`src/hw/rtl/bwh_pkg.sv`:
```
// ----------------------------------------------------------------------------
// bwh_pkg: shared types and constants of the window histogram
// Bin and window sizes, payload structs and the command passed from the
// front to the back through the command queue.
// ----------------------------------------------------------------------------
package bwh_pkg;

	// Histogram geometry
	localparam int BINS          = 32;
	localparam int WINDOW_FRAMES = 16;

	localparam int BIN_W   = $clog2(BINS);
	localparam int SLOT_W  = $clog2(WINDOW_FRAMES);
	localparam int HELD_W  = $clog2(WINDOW_FRAMES + 1);
	localparam int STORE_DEPTH = WINDOW_FRAMES * BINS;
	localparam int STORE_AW    = $clog2(STORE_DEPTH);

	// Field widths
	localparam int CNT_W  = 16;
	localparam int SUM_W  = 20;
	localparam int HOP_W  = 5;
	localparam int WORD_W = 6;

	localparam logic [HOP_W-1:0] HOP_RESET = 5'd8;

	// Operation codes
	localparam logic OP_COUNT = 1'b0;
	localparam logic OP_CLOSE = 1'b1;

	// Command queue
	localparam int QUEUE_DEPTH = 4;
	localparam int QPTR_W      = $clog2(QUEUE_DEPTH);

	typedef struct packed {
		logic              operation;
		logic [WORD_W-1:0] word_index;
	} in_item_t;

	typedef struct packed {
		logic [WORD_W-1:0] bin_index;
		logic [SUM_W-1:0]  window_count;
		logic              last_bin;
	} out_item_t;

	typedef struct packed {
		logic             is_close;
		logic [BIN_W-1:0] bin;
	} cmd_t;

	typedef struct packed {
		logic              idle;
		logic [HELD_W-1:0] held;
	} back_status_t;

endpackage

```
`src/hw/rtl/bwh_queue.sv`:
```
// ----------------------------------------------------------------------------
// bwh_queue: command queue between front and back
// A short first-in first-out buffer so each side can stall on its own.
// ----------------------------------------------------------------------------
module bwh_queue (
	input  logic          clk,
	input  logic          arst_n,
	input  logic          push,
	input  bwh_pkg::cmd_t push_cmd,
	output logic          full,
	output logic          pop_valid,
	input  logic          pop_ready,
	output bwh_pkg::cmd_t pop_cmd
);

	bwh_pkg::cmd_t               entry_q [bwh_pkg::QUEUE_DEPTH];
	logic [bwh_pkg::QPTR_W-1:0]  wr_ptr_q;
	logic [bwh_pkg::QPTR_W-1:0]  rd_ptr_q;
	logic [bwh_pkg::QPTR_W:0]    count_q;
	logic                        pop;

	assign full      = (count_q == (bwh_pkg::QPTR_W+1)'(bwh_pkg::QUEUE_DEPTH));
	assign pop_valid = (count_q != '0);
	assign pop       = pop_valid && pop_ready;
	assign pop_cmd   = entry_q[rd_ptr_q];

	// Store pushed commands
	always_ff @(posedge clk) begin
		if (push) begin
			entry_q[wr_ptr_q] <= push_cmd;
		end
	end

	// Advance pointers and occupancy
	always_ff @(posedge clk or negedge arst_n) begin
		if (!arst_n) begin
			wr_ptr_q <= '0;
			rd_ptr_q <= '0;
			count_q  <= '0;
		end else begin
			if (push) begin
				wr_ptr_q <= wr_ptr_q + 1'b1;
			end
			if (pop) begin
				rd_ptr_q <= rd_ptr_q + 1'b1;
			end
			if (push && !pop) begin
				count_q <= count_q + 1'b1;
			end else if (pop && !push) begin
				count_q <= count_q - 1'b1;
			end
		end
	end

endmodule

```
`config.mk`:
```
export PLATFORM = sky130hd
export DESIGN_NAME = bwh_queue
export DESIGN_NICKNAME = d
export VERILOG_FILES = /design/src/hw/rtl/bwh_pkg.sv /design/src/hw/rtl/bwh_queue.sv
export SDC_FILE = /design/constraint.sdc
export NUM_CORES = 1
export LEC_CHECK = 0
export BUFFER_PORTS_ARGS = -buffer_cell sky130_fd_sc_hd__buf_2
export CAP_MARGIN = 0
export CORE_ASPECT_RATIO = 0.75
export CORE_MARGIN = 4
export CORE_UTILIZATION = 40
export CTS_BUF_LIST = sky130_fd_sc_hd__clkbuf_4
export CTS_CLUSTER_SIZE = 12
export DETAILED_ROUTE_END_ITERATION = 8
export SLEW_MARGIN = 30
export SYNTH_ARGS = -nofsm -noshare
export SYNTH_HDL_FRONTEND = slang
export SYNTH_SLANG_ARGS = --single-unit
```
`constraint.sdc`:
```
create_clock -name clk -period 1.8 [get_ports clk]
set_input_delay 0.36 -clock clk [delete_from_list [all_inputs] [get_ports clk]]
set_output_delay 0.36 -clock clk [all_outputs]
set_load 0.05 [all_outputs]
```
* Word-level counts from Yosys, hierarchy flattened *
Memories as Yosys holds them, arrays and structs flattened.
Index checks and enable logic that the tools add are counted.

operators by class
  add/sub/neg operators = 4
  reductions and logical operators = 7
  bitwise gates (word level) = 0
  multipliers = 0
  eq/ne operators = 1
  div/mod/pow operators = 0
  shift operators = 0
  multiplexer cells = 4
  order comparisons = 0

operators by type and width
  kind                   count
  $mux W3                2
  $add A2 B1 Y2 const B  2
  $add A3 B1 Y3 const B  1
  $eq A3 B3 Y1 const B   1
  $logic_and A1 B1 Y1    3
  $reduce_bool A3 Y1     1
  $sub A3 B1 Y3 const B  1
  $logic_not A1 Y1       2
  $mux W1                2
  $reduce_bool A2 Y1     1

word-level totals
  register bits = 7
  memories kept = 1
  bits in read-only memories = 0
  bits in latches = 0
  bits in writable memories = 24

memories
  name     words  width  read ports  clocked after Yosys merged registers in  write ports  line             RTL
  entry_q  4      6      1           0                                        1            bwh_queue.sv:16  bwh_pkg::cmd_t entry_q [bwh_pkg::QUEUE_DEPTH];

* Logic depth before layout (Yosys ltp) *
  depth in word-level cells = 5
  depth in mapped cells = 8
  depth with buffers taken out = 8

* Worst setup path after synthesis *
No wires, ideal clock.

  kind = reg-to-reg
  start point = reg count_q[0] (netlist name)
  end point = reg count_q[2] (netlist name)
  arrival = 1.984 ns
  stages on the path, launching flop included = 9
  setup time = 0.079 ns
  path buffers = 0
  path slack = -0.263 ns
  cell sequence = dfrtp_1 > or3_4 > nand2_4 > ha_1 > inv_1 > fa_1 > xor2_1 > nor2_1 > xor2_1

on the way
  longest elaborated chain between the ends = 5

ends and longest elaborated chain
  item                                           line             RTL
  start, declared                                bwh_queue.sv:19  logic [bwh_pkg::QPTR_W:0] count_q;
  start signal, assigned                         bwh_queue.sv:48  count_q <= count_q + 1'b1;
  start signal, assigned                         bwh_queue.sv:50  count_q <= count_q - 1'b1;
  $reduce_bool A3 Y1 *                           bwh_queue.sv:23  assign pop_valid = (count_q != '0);
  via pop_valid                                  bwh_queue.sv:11  output logic pop_valid,
  $logic_and A1 B1 Y1 *                          bwh_queue.sv:24  assign pop = pop_valid && pop_ready;
  $logic_not A1 Y1                               bwh_queue.sv:47  if (push && !pop) begin
  $logic_and A1 B1 Y1                            bwh_queue.sv:47
  $mux W3 or $reduce_bool A2 Y1 (tied branches)  --

Mark *: on every way through the listed nets, which the timed path passes. The rest lies on a longest branch. The select of a mux whose other input is x is not followed.
A chain may end at the register's enable or synchronous reset.

==> results.md <==
Placement:
- In this run the cell area measured after placement is 1480 µm².
- The half-perimeter wire length of the detailed placement result is 1490 µm.
- The count of input and output buffers is 17.
- Once placement completed, the tool counted placed cells totaling 127.
- The congestion estimate from routability-driven global placement came to 0.670.
- Prior to clock tree synthesis, the placed netlist has a worst setup slack of -0.0196 ns.

Timing:
- The count of final hold-check violations is 0.
- For this run, the top clock speed supported by timing is 534 MHz.
- The final count of pins violating max slew came to 0.
- The final cycle utilization of the critical path is 104%.
- After layout, the minimum clock period comes to 1.87 ns.
- The final worst-path setup slack is -0.0737 ns.
- The final setup violation count is 8.
- Measured against its own limit, the worst slew margin works out to 76.7%.
- The measured slew at the worst slew-check pin is 0.349 ns.
- The worst clock skew is 0.00472 ns.
- Setup repair after global routing could not meet its margin everywhere.

Synth:
- For this run, the register share of the synthesized area comes to 69.9%.
- Counting flops with an async set or reset pin after synthesis yields a share of 22.6%.
- The netlist area before placement is 1280 µm².
- The number of warnings reported in the yosys synthesis log is 0.
- The net count after synthesis is 82.
- The number of enable flip-flop cells after synthesis is 24.
- Synthesis produced 66 cells.
- Sorting the synthesized cells by area gives the leading types as sky130_fd_sc_hd__edfxtp_1, sky130_fd_sc_hd__dfrtp_1, sky130_fd_sc_hd__mux4_2.
- The count of state elements after synthesis is 31.
- The number of unique standard cell types used by synthesis is 19.
- The flip-flop cell with the highest count after synthesis is sky130_fd_sc_hd__edfxtp_1.
- The share of the synthesized area in the top cell type is 56.3%.
- sky130_fd_sc_hd__edfxtp_1 takes more of the synthesized area than any other cell.
- Each instance of the synthesized netlist takes up on average 19.4 µm².

Finish:
- The layout cell share with drive strength beyond 1 is 50.0%.
- The count of filler cells inserted in the layout is 253.
- Summing all multi-input logic gate instances after layout gives 383 µm².
- With fillers left out, the area of the finished cells amounts to 1640 µm².
- The library cell used most frequently in the layout, excluding fill and tap cells, is sky130_fd_sc_hd__edfxtp_1.
- The area occupied by registers is 896 µm².
- 0 antenna diodes ended up in the layout.
- The area growth from synthesis to layout is 27.8%.
- Leaving out fill and tap cells, the most frequent cells in the layout are sky130_fd_sc_hd__edfxtp_1, sky130_fd_sc_hd__buf_4, sky130_fd_sc_hd__buf_2.
- For this run, the post-layout net count is 117.
- The non-filler instance count after layout is 140.

GRT:
- The remaining global-route overflow is 0.
- The largest net degree at the start of global routing is 11.
- For this run, the total global-route usage over all layers was measured as 11.7%.
- The via count of the first global-routing pass is 709.
- The number of antenna violations at the first check in global routing was 0.
- The first global-routing pass estimated 3490 µm of wire.

Clock tree:
- The clock net in this run drives a total of 31 sinks.
- The H-tree depth reported by CTS is 2.
- The clock-pin slew on the worst setup and hold paths is 0.10 ns.
- Clock tree synthesis inserted a total of 5 buffers.
- The cell sitting at the root of the clock tree is a sky130_fd_sc_hd__clkbuf_4.
- The longest clock path from root to sink contains 2 buffers.
- TritonCTS built the clock tree.
- At the later pin of the worst-skew pair, clock insertion delay measures 0.32 ns.

Critical path:
- The required time at the endpoint of the critical path is 1.44 ns.
- The endpoint arrival time on the critical path is 1.51 ns.
- The worst setup path is captured at a primary output.
- The launching element type of the critical path is a flip-flop.
- The startpoint-to-endpoint class of the critical path is flip-flop to primary output.
- Along the worst path, the maximum fanout reaches 3.

Route:
- The average wire per cell in the routed design is 15.1 µm.
- The first-pass iteration count of the detailed router is 4.
- The post-detailed-route DRC marker count is 0.
- Summing over every cut layer, the via total after detailed routing is 663.
- Wires add up to 2120 µm.
- The count of nets left with antenna violations once routing finished came out at 0.
- The first routing iteration left 17 violations.
- The post-detailed-route via-to-cell ratio is 4.74.

Outcome:
- The checks that failed: setup timing.
- The flow ran to the end, but the final reports show violations.

Hold path:
- The worst min-delay path class is input pin to flip-flop.

Floorplan:
- The number of cell rows is 17.
- The floorplan step defined a core boundary enclosing 3000 µm².
- Once the floorplan was initialized, standard cells occupied 42.7% of the core.
- The top-level I/O count is 18.
- The die outline area is 4180 µm².
- In this run the horizontal extent of the chip is 73.4 µm.
- From bottom edge to top edge, the die measures 57.0 µm.

Power and ir drop:
- The maximum vdd drop is 0.654 mV.
- Power spread over the standard cell area amounts to 1770 nW/µm².
- The design draws 2900 µW.
- The leakage power is 0.000639 µW.

Flow run:
- The number of max-cap violations is 0.
-- critical path, cell delays in order (launching register included) --
cell	delay, ns
sky130_fd_sc_hd__dfrtp_1	0.38
sky130_fd_sc_hd__buf_4	0.15
sky130_fd_sc_hd__mux4_2	0.51
sky130_fd_sc_hd__buf_6	0.17
-- per-layer routing --
metal | track usage (%) | wire [µm] | vias up
met3 | 5.28 | 120 | 2
met1 | 15.1 | 976 | 336
li1 | - | - | 313
met5 | 0 | 0 | -
met2 | 17.1 | 998 | 12
met4 | 5.43 | 19 | 0
-- stage by stage --
step | TNS [ns] | hold slack [ns] | util (%)
2_1_floorplan | -0.284 | 0.0644 | -
3_3_place_gp | 0 | 0.208 | 49.3
5_1_grt | -1.05 | 0.227 | 54.6
4_1_cts | -0.642 | 0.240 | 53.5
3_5_place_dp | -0.0196 | 0.206 | 49.3
6_report | -0.466 | 0.256 | 54.6
-- synthesized netlist by cell type (3+ instances only) --
master	n
sky130_fd_sc_hd__edfxtp_1	24
sky130_fd_sc_hd__dfrtp_1	7
sky130_fd_sc_hd__mux4_2	6
sky130_fd_sc_hd__ha_1	5
sky130_fd_sc_hd__and2_1	4
sky130_fd_sc_hd__inv_1	3
sky130_fd_sc_hd__xnor2_1	3
sky130_fd_sc_hd__xor2_1	3
-- logic make-up (layout without fill, tap and decap cells) --
logic type / Yosys count / after routing / synth area share [%]
AOI/OAI and AO/OA: 1 / 1 / 0.390
DFF: 31 / 31 / 69.9
xor gates and xnor gates: 6 / 6 / 4.10
adders and majority gates: 6 / 6 / 6.45
and+or+nand+nor: 10 / 10 / 5.66
buffers and inverters: 5 / 41 / 2.05
muxes: 7 / 7 / 11.4
-- path summary, 6_finish.rpt --
path / slack [ns] / from / endpoint / cells after the start
setup / recovery: -0.07 / rd_ptr_q[0] / pop_cmd[0] / 3
hold / removal: 0.26 / push_cmd[1] / entry_q[0][1] / 1
setup reg to reg: -0.03 / count_q[2] / count_q[2] / 8
hold reg to reg: 0.54 / wr_ptr_q[0] / wr_ptr_q[0] / 1
max in group asynchronous: 1.23 / arst_n / wr_ptr_q[1] / 2
min in group asynchronous: 0.40 / arst_n / count_q[0] / 2
-- where the power goes --
part | internal, µW | leakage, µW | switching [µW] | total (µW)
Combinational | 669 | 0.000304 | 764 | 1430
Clock | 166 | 0.0000317 | 226 | 392
Sequential | 969 | 0.000303 | 110 | 1080
-- timing repair --
action | CTS | global route
buffers inserted | 1 | 3
endpoints found under the hold margin | 7 | 0
resized for setup | 17 | 3
setup endpoints to repair | 9 | 10
hold buffers | 1 | 0
pin swaps | 1 | 0
-- registers in the layout, summed over array words and instances, names as in the netlist --
name      count
entry_q      24
count_q       3
rd_ptr_q      2
wr_ptr_q      2
-- layout make-up --
cell class	count	share of cell area [%]
multi-input combinational	30	23.4
inverter	3	0.688
sequential	31	54.7
timing repair buffer	30	14.8
clock inverter	2	0.764
tap	38	2.90
clock buffer	6	2.75
Power figures use the tool's default switching activity.
